$ cat src/rtl/sawc_pkg.sv
// types and codes shared by the stop-and-wait arq controller
`timescale 1ns / 1ps

package sawc_pkg;

	localparam int unsigned SEQ_W = 8;
	localparam int unsigned ID_W  = 8;

	// event codes carried on the input tuser
	localparam logic [2:0] EV_TO_SEND  = 3'd0;
	localparam logic [2:0] EV_RCVD     = 3'd1;
	localparam logic [2:0] EV_DTX_DONE = 3'd2;
	localparam logic [2:0] EV_ATX_DONE = 3'd3;
	localparam logic [2:0] EV_ACK      = 3'd4;
	localparam logic [2:0] EV_TIMEOUT  = 3'd5;

	localparam int unsigned NUM_EV = 6;

	// configuration register indexes
	localparam logic [7:0] REG_DEST_ID  = 8'd0;
	localparam logic [7:0] REG_MAX_RETX = 8'd1;

	typedef enum logic [1:0] {
		FSM_IDLE = 2'd0,
		FSM_TX   = 2'd1,
		FSM_ACK  = 2'd2
	} fsm_t;

	typedef enum logic [2:0] {
		ACT_HELD      = 3'd0,
		ACT_SEND_DATA = 3'd1,
		ACT_SEND_ACK  = 3'd2,
		ACT_RETX      = 3'd3,
		ACT_ACK_OK    = 3'd4,
		ACT_ACK_WRONG = 3'd5,
		ACT_GAVE_UP   = 3'd6,
		ACT_DISCARD   = 3'd7
	} action_t;

	typedef enum logic {
		SQ_WAIT  = 1'b0,
		SQ_SERVE = 1'b1
	} seq_state_t;

	typedef struct packed {
		action_t           action;
		logic [SEQ_W-1:0]  seq;
		logic [ID_W-1:0]   peer;
		logic              tstart;
		logic              tstop;
		fsm_t              fsm_after;
	} res_t;

endpackage

$ cat src/rtl/stop_and_wait_arq_controller.sv
// stop-and-wait arq controller: event intake, flag sequencer and result stream
//
// Usage: each beat on the s_axis channel carries one protocol event (tuser) with the
// sequence and source of a received frame (tdata). The event sets a pending flag; a small
// sequencer then runs the shared serve unit once per cycle, handling one pending flag per
// pass in the priority order of the current protocol state, and sends one result beat per
// handled flag on m_axis, the final one marked by tlast. An event that handles nothing
// gives one held result. The cfg channel writes dest_id (index 0) and max_retx (index 1);
// it is always ready and is meant to be written only while the block is idle.
// Timing: an event that handles n flags (0 to 6) holds s_axis_tready low until its last
// result is pushed to the output register, so no new event is taken while one is served;
// when m_axis is not stalled its results follow one per cycle. The sequencer keeps one
// result in a buffer so it knows which result is the last before it is sent.
// A stall on m_axis freezes the sequencer with its buffered result; the serve unit resumes
// when the output register is taken. Reset returns the protocol state to idle, clears all
// pending flags, counters and latched values, sets dest_id to 0 and max_retx to 3.
module stop_and_wait_arq_controller #(
	parameter int unsigned SEQ_MODULUS = 8
) (
	input  logic        clk,
	input  logic        arst_n,
	input  logic        s_axis_tvalid,
	output logic        s_axis_tready,
	input  logic [15:0] s_axis_tdata,   // frame_seq[7:0], src_id[15:8]
	input  logic [2:0]  s_axis_tuser,   // req_type[2:0]
	output logic        m_axis_tvalid,
	input  logic        m_axis_tready,
	output logic [23:0] m_axis_tdata,   // seq_out[7:0], peer_id[15:8], timer_start[16],
	                                    // timer_stop[17], fsm_after[19:18], zero[23:20]
	output logic [2:0]  m_axis_tuser,   // action[2:0]
	output logic        m_axis_tlast,
	input  logic        cfg_valid,
	output logic        cfg_ready,
	input  logic [7:0]  cfg_index,
	input  logic [7:0]  cfg_data
);

	import sawc_pkg::*;

	localparam logic [SEQ_W-1:0] SEQ_LAST = SEQ_W'(SEQ_MODULUS - 1);

	// configuration
	logic [ID_W-1:0]   dest_id_q;
	logic [7:0]        max_retx_q;

	// protocol state
	fsm_t              fsm_q;
	logic [NUM_EV-1:0] pend_q;
	logic [SEQ_W-1:0]  next_seq_q;
	logic [SEQ_W-1:0]  sent_seq_q;
	logic [7:0]        retry_q;
	logic              timer_run_q;
	logic [SEQ_W-1:0]  rx_seq_q;
	logic [ID_W-1:0]   rx_src_q;
	logic [SEQ_W-1:0]  ack_seq_q;

	// sequencer
	seq_state_t        sq_q;
	seq_state_t        sq_n;
	res_t              buf_q;
	logic              buf_vld_q;
	res_t              out_q;
	logic              out_vld_q;
	logic              out_last_q;

	// serve unit
	logic              hit;
	res_t              res;
	fsm_t              fsm_n;
	logic [NUM_EV-1:0] pend_n;
	logic [SEQ_W-1:0]  next_seq_n;
	logic [SEQ_W-1:0]  sent_seq_n;
	logic [7:0]        retry_n;
	logic              timer_run_n;

	// sequencer controls
	logic              in_acc;
	logic              out_free;
	logic              commit;
	logic              push;
	logic              done;
	res_t              push_res;
	res_t              held_res;

	assign in_acc    = s_axis_tvalid && s_axis_tready;
	assign out_free  = !out_vld_q || m_axis_tready;
	assign cfg_ready = 1'b1;

	always_ff @(posedge clk or negedge arst_n) begin
		if (!arst_n) begin
			dest_id_q  <= '0;
			max_retx_q <= 8'd3;
		end else if (cfg_valid && cfg_ready) begin
			if (cfg_index == REG_DEST_ID) begin
				dest_id_q <= cfg_data;
			end else if (cfg_index == REG_MAX_RETX) begin
				max_retx_q <= cfg_data;
			end
		end
	end

	// serve unit: handles the highest-priority pending flag of the current state
	always_comb begin
		hit         = 1'b0;
		res         = '0;
		res.action  = ACT_HELD;
		fsm_n       = fsm_q;
		pend_n      = pend_q;
		next_seq_n  = next_seq_q;
		sent_seq_n  = sent_seq_q;
		retry_n     = retry_q;
		timer_run_n = timer_run_q;
		case (fsm_q)
			FSM_IDLE: begin
				if (pend_q[EV_RCVD]) begin
					hit            = 1'b1;
					pend_n[EV_RCVD] = 1'b0;
					fsm_n          = FSM_TX;
					res.action     = ACT_SEND_ACK;
					res.seq        = rx_seq_q;
					res.peer       = rx_src_q;
				end else if (pend_q[EV_TO_SEND]) begin
					hit                = 1'b1;
					pend_n[EV_TO_SEND] = 1'b0;
					sent_seq_n         = next_seq_q;
					next_seq_n         = (next_seq_q == SEQ_LAST) ? '0 : next_seq_q + 1'b1;
					retry_n            = '0;
					fsm_n              = FSM_TX;
					res.action         = ACT_SEND_DATA;
					res.seq            = next_seq_q;
					res.peer           = dest_id_q;
				end else if (pend_q[EV_DTX_DONE]) begin
					hit                 = 1'b1;
					pend_n[EV_DTX_DONE] = 1'b0;
					res.action          = ACT_DISCARD;
				end else if (pend_q[EV_ATX_DONE]) begin
					hit                 = 1'b1;
					pend_n[EV_ATX_DONE] = 1'b0;
					res.action          = ACT_DISCARD;
				end else if (pend_q[EV_ACK]) begin
					hit            = 1'b1;
					pend_n[EV_ACK] = 1'b0;
					res.action     = ACT_DISCARD;
				end else if (pend_q[EV_TIMEOUT]) begin
					hit                = 1'b1;
					pend_n[EV_TIMEOUT] = 1'b0;
					res.action         = ACT_DISCARD;
				end
			end
			FSM_TX: begin
				if (pend_q[EV_ATX_DONE]) begin
					hit                 = 1'b1;
					pend_n[EV_ATX_DONE] = 1'b0;
					fsm_n = (timer_run_q || pend_q[EV_TIMEOUT]) ? FSM_ACK : FSM_IDLE;
				end else if (pend_q[EV_DTX_DONE]) begin
					hit                 = 1'b1;
					pend_n[EV_DTX_DONE] = 1'b0;
					timer_run_n         = 1'b1;
					fsm_n               = FSM_ACK;
					res.tstart          = 1'b1;
				end
			end
			FSM_ACK: begin
				if (pend_q[EV_ACK]) begin
					hit            = 1'b1;
					pend_n[EV_ACK] = 1'b0;
					if (ack_seq_q == sent_seq_q) begin
						timer_run_n = 1'b0;
						fsm_n       = FSM_IDLE;
						res.action  = ACT_ACK_OK;
						res.seq     = sent_seq_q;
						res.tstop   = 1'b1;
					end else begin
						res.action = ACT_ACK_WRONG;
						res.seq    = ack_seq_q;
					end
				end else if (pend_q[EV_TIMEOUT]) begin
					hit                = 1'b1;
					pend_n[EV_TIMEOUT] = 1'b0;
					res.seq            = sent_seq_q;
					if (retry_q >= max_retx_q) begin
						fsm_n      = FSM_IDLE;
						res.action = ACT_GAVE_UP;
					end else begin
						retry_n    = retry_q + 1'b1;
						fsm_n      = FSM_TX;
						res.action = ACT_RETX;
						res.peer   = dest_id_q;
					end
				end else if (pend_q[EV_RCVD]) begin
					hit             = 1'b1;
					pend_n[EV_RCVD] = 1'b0;
					fsm_n           = FSM_TX;
					res.action      = ACT_SEND_ACK;
					res.seq         = rx_seq_q;
					res.peer        = rx_src_q;
				end else if (pend_q[EV_DTX_DONE]) begin
					hit                 = 1'b1;
					pend_n[EV_DTX_DONE] = 1'b0;
					res.action          = ACT_DISCARD;
				end else if (pend_q[EV_ATX_DONE]) begin
					hit                 = 1'b1;
					pend_n[EV_ATX_DONE] = 1'b0;
					res.action          = ACT_DISCARD;
				end
			end
			default: begin
				hit = 1'b0;
			end
		endcase
		res.fsm_after = fsm_n;
	end

	// sequencer next state
	always_comb begin
		sq_n = sq_q;
		case (sq_q)
			SQ_WAIT: begin
				if (in_acc) begin
					sq_n = SQ_SERVE;
				end
			end
			SQ_SERVE: begin
				if (!hit && out_free) begin
					sq_n = SQ_WAIT;
				end
			end
			default: begin
				sq_n = SQ_WAIT;
			end
		endcase
	end

	// sequencer outputs
	always_comb begin
		held_res           = '0;
		held_res.action    = ACT_HELD;
		held_res.fsm_after = fsm_q;
		s_axis_tready      = 1'b0;
		commit             = 1'b0;
		push               = 1'b0;
		done               = 1'b0;
		push_res           = buf_vld_q ? buf_q : held_res;
		case (sq_q)
			SQ_WAIT: begin
				s_axis_tready = 1'b1;
			end
			SQ_SERVE: begin
				commit = hit && (!buf_vld_q || out_free);
				push   = out_free && (!hit || buf_vld_q);
				done   = !hit && out_free;
			end
			default: begin
				s_axis_tready = 1'b0;
			end
		endcase
	end

	always_ff @(posedge clk or negedge arst_n) begin
		if (!arst_n) begin
			sq_q        <= SQ_WAIT;
			fsm_q       <= FSM_IDLE;
			pend_q      <= '0;
			next_seq_q  <= '0;
			sent_seq_q  <= '0;
			retry_q     <= '0;
			timer_run_q <= 1'b0;
			rx_seq_q    <= '0;
			rx_src_q    <= '0;
			ack_seq_q   <= '0;
			buf_vld_q   <= 1'b0;
			out_vld_q   <= 1'b0;
		end else begin
			sq_q <= sq_n;
			if (in_acc) begin
				case (s_axis_tuser)
					EV_RCVD: begin
						rx_seq_q <= s_axis_tdata[7:0];
						rx_src_q <= s_axis_tdata[15:8];
					end
					EV_ACK: begin
						ack_seq_q <= s_axis_tdata[7:0];
					end
					EV_TIMEOUT: begin
						timer_run_q <= 1'b0;
					end
					default: begin
					end
				endcase
				if (s_axis_tuser <= EV_TIMEOUT) begin
					pend_q[s_axis_tuser] <= 1'b1;
				end
			end
			if (commit) begin
				fsm_q       <= fsm_n;
				pend_q      <= pend_n;
				next_seq_q  <= next_seq_n;
				sent_seq_q  <= sent_seq_n;
				retry_q     <= retry_n;
				timer_run_q <= timer_run_n;
				buf_vld_q   <= 1'b1;
			end else if (done) begin
				buf_vld_q <= 1'b0;
			end
			if (push) begin
				out_vld_q <= 1'b1;
			end else if (m_axis_tready) begin
				out_vld_q <= 1'b0;
			end
		end
	end

	always_ff @(posedge clk) begin
		if (commit) begin
			buf_q <= res;
		end
		if (push) begin
			out_q      <= push_res;
			out_last_q <= !hit;
		end
	end

	assign m_axis_tvalid = out_vld_q;
	assign m_axis_tuser  = out_q.action;
	assign m_axis_tlast  = out_last_q;
	assign m_axis_tdata  = {4'b0000, out_q.fsm_after, out_q.tstop, out_q.tstart,
		out_q.peer, out_q.seq};

	a_busy_after_accept: assert property (@(posedge clk) disable iff (!arst_n)
		in_acc |=> !s_axis_tready)
		else $error("accepted a new event while serving");

	a_buf_only_serving: assert property (@(posedge clk) disable iff (!arst_n)
		buf_vld_q |-> (sq_q == SQ_SERVE))
		else $error("result buffer valid outside the serve phase");

	a_discard_not_tx: assert property (@(posedge clk) disable iff (!arst_n)
		(m_axis_tvalid && (out_q.action == ACT_DISCARD)) |-> (out_q.fsm_after != FSM_TX))
		else $error("discard result left the protocol in transmitting");

	a_ack_ok_stops: assert property (@(posedge clk) disable iff (!arst_n)
		(m_axis_tvalid && (out_q.action == ACT_ACK_OK))
		|-> (out_q.tstop && (out_q.fsm_after == FSM_IDLE)))
		else $error("ack_ok without timer stop and return to idle");

endmodule
$ cat config.mk
export PLATFORM = sky130hd
export DESIGN_NAME = stop_and_wait_arq_controller
export DESIGN_NICKNAME = d
export VERILOG_FILES = /design/src/rtl/sawc_pkg.sv /design/src/rtl/stop_and_wait_arq_controller.sv
export SDC_FILE = /design/constraint.sdc
export NUM_CORES = 1
export LEC_CHECK = 0
export BUFFER_PORTS_ARGS = -buffer_cell sky130_fd_sc_hd__clkbuf_2
export CORE_ASPECT_RATIO = 0.6
export CORE_UTILIZATION = 53
export CTS_CLUSTER_SIZE = 24
export DETAILED_ROUTE_END_ITERATION = 8
export GPL_TIMING_DRIVEN = 1
export HOLD_SLACK_MARGIN = 0.1
export PLACE_DENSITY = 0.74
export SLEW_MARGIN = 20
export SYNTH_ARGS = -nofsm -noshare
export SYNTH_HDL_FRONTEND = slang
export SYNTH_SLANG_ARGS = --single-unit
$ cat constraint.sdc
create_clock -name clk -period 2.9 [get_ports clk]
set_input_delay 0.29 -clock clk [delete_from_list [all_inputs] [get_ports clk]]
set_output_delay 0.29 -clock clk [all_outputs]
set_load 0.1 [all_outputs]
==> results.txt <==
Tcrit/Tclk final = 86.1%
Clock slew at reported path FFs = 0.06 ns
P&R area growth vs syn = 18.7%
Combinational power share = 36.8%
First-pass GRT wire length = 22400 um
WP data arrival = 2.78 ns
DIE AREA = 11600 um2
Max frequency = 0.400 GHz
Final ANT Viol Nets = 0
Fin. max-slew vios = 0
Num ports = 71
Die Y = 84.0 um
CP Class = reg -> reg
Synth top area share = 31.2%
Cell Int Power = 0.00419 W
Final Util = 65.6%
Vias per inst = 5.86
RSZ-0062 raised after global routing = false
Min Tclk post-route = 2.50 ns
Post-synth top area cell = dfrtp_1
Largest net degree at the start of global routing = 40
Starting density of the core = 55.3%
CP max FO = 8
Final Hold Viols = 0
Asr flop ratio synth = 61.8%
N_diodes = 0
Worst-Margin Slew = 0.894 ns
Vias = 4328
DRT iter0 DRCs = 455
Violated checks = design-rule violations
Setup repair bufs after CTS = 0
Clock Sinks = 123
Initial antenna violation count = 0
Worst Hold Class = in -> reg
Dpl ws = 0.425 ns
Status = finished with violations
CP required = 3.19 ns
Floorplan row count = 29
H-tree lvl count = 4
I/O Buffers = 65
Grt ovf = 0
Synth top area cells = dfrtp_1, edfxtp_1, mux2_2
Cells after Synth = 510
Syn Std Cell Area = 5940 um2
Clock latency on the worst-skew pair = 0.42 ns
Synthesized flop and latch total = 123
Max_cap viols = 0
Hold-fix buffer count after cts = 8
Clk pwr share = 26.7%
Cell Pwr Density = 1040 nW/um2
DR WL/cell = 18.4 um
Vias in the first global route = 4327
Core box area = 10700 um2
Sequential area share after synthesis = 55.8%
Reg with most FFs = buf_q
Routability cong. = 0.946
Mean post-synth cell area = 11.6 um2
Max reg flops = 23
Total GRT Usage = 25.5%
Synth unique cells = 63
Ys flop type = dfrtp_1
EDFF count, synth = 47
CTS Buf Count = 17
CTS root buf = clkbuf_16
Max IR drop VDD = 564 uV
Synth warn = 0
Net switching power = 0.00316 W
DRC = 8
Final setup fails = 0
Setup slack after layout = 0.403 ns
CTS tree = built
Worst Skew = 0.0112 ns
Share of layout cells above drive strength 1 = 27.9%
Sequential Power Share = 36.5%
Post-CTS sizing = 0
Setup tns final = 0 ns
Slew margin rel. = 40.2%
Die W = 139 um
Final nets = 637
Clock Tree Buf Depth = 2
Total wire length = 13600 um
Number of detailed-route iterations in the first pass = 7
DP HPWL = 9300 um
Overall power = 0.00736 W
Critical path endpoint category = flip-flop
Net Sw Frac = 43.0%
Leakage power = 2.98 nW
Startpoint types = flip-flop
## power by group through the flow
stage                     logic, W  clock network [W]  registers (W)
after floorplan            0.00121                  0        0.00359
after global placement     0.00260                  0        0.00268
after detailed placement   0.00265                  0        0.00270
after CTS                  0.00267            0.00198        0.00268
after global routing       0.00285            0.00208        0.00273
final                      0.00271            0.00196        0.00269
## Yosys cell counts (all sizes together) (5+ instances only)
| master | n |
|---|---|
| dfrtp | 74 |
| nand2 | 65 |
| edfxtp | 47 |
| mux2 | 41 |
| a21oi | 27 |
| and2 | 23 |
| buf | 17 |
| nor2 | 17 |
| o21ai | 17 |
| clkbuf | 16 |
| inv | 15 |
| a22o | 11 |
| ha | 10 |
| xnor2 | 10 |
| a211oi | 9 |
| a221oi | 9 |
| nand3b | 9 |
| nor3 | 8 |
| nand3 | 7 |
| o31ai | 7 |
| or4 | 6 |
| nand4 | 5 |
| nor2b | 5 |
## metrics by stage
stage / area (um2) / std cells / hold slack [ns]
floorplan: 5950 / 513 / -0.00559
global placement: 6400 / 698 / 0.387
detailed placement: 6400 / 698 / 0.392
CTS: 7030 / 737 / 0.101
global route: 7050 / 738 / 0.102
finish: 7050 / 738 / 0.109
## layer usage
metal / part of all wire [%] / up-vias / track usage (%)
li1: - / 2011 / -
met1: 46 / 2068 / 35.4
met2: 42 / 225 / 35.9
met3: 10 / 24 / 11.0
met4: 1.3 / 0 / 7.47
met5: 0 / - / 0
## cells in the final DEF (no fill, tap or decap), types with 6 or more instances in the layout
cell type      count
ha_1              10
o21ai_0           17
dfrtp_1           74
nor3_1             8
dlygate4sd3_1      9
buf_4             13
mux2_2            41
xnor2_1           10
a221oi_1           8
nand2_1           65
clkbuf_2          64
clkbuf_16         17
nand3b_1           9
edfxtp_1          47
o31ai_1            6
inv_1             14
a22o_1            11
nor2_1            16
a211oi_1           9
and2_1            23
a21oi_1           27
or4_1              6
nand3_1            6
## kinds of logic after synthesis
group,count (synthesis),synth area share [%]
flip-flops,123,55.8
buffers and inverters,50,3.86
other,2,0.126
AO/OA/AOI/OAI,107,13.4
AND/OR/NAND/NOR,162,14.7
multiplexers,43,8.11
adder cells (fa/ha/maj),10,2.11
XOR/XNOR,13,1.92
## path summary, 6_finish.rpt
check                      slack [ns]  depth (start not counted)       startpoint       endpoint
min in group asynchronous        0.46                          3           arst_n  max_retx_q[5]
min reg2reg                      0.51                          1    max_retx_q[4]  max_retx_q[4]
min                              0.11                          2  s_axis_tdata[5]   ack_seq_q[5]
max reg2reg                      0.40                          6       retry_q[5]       buf_q[7]
max in group asynchronous        2.06                          3           arst_n  max_retx_q[0]
max                              0.40                          6       retry_q[5]       buf_q[7]
## layout make-up
class,instances,area (um2)
Clock buffer,17,425
Fill cell,812,3690
Multi-Input combinational cell,340,2410
Inverter,17,63.8
Tap cell,139,174
Clock inverter,14,123
Timing Repair Buffer,88,533
Sequential cell,123,3320
## worst max-delay path, cell delays in order (launching register included)
cell	delay (ns)
dfrtp_1	0.42
ha_1	0.28
and3_1	0.20
a221oi_2	0.37
o311ai_1	0.27
o31ai_2	0.59
a22o_1	0.23
Power figures use the tool's default switching activity.
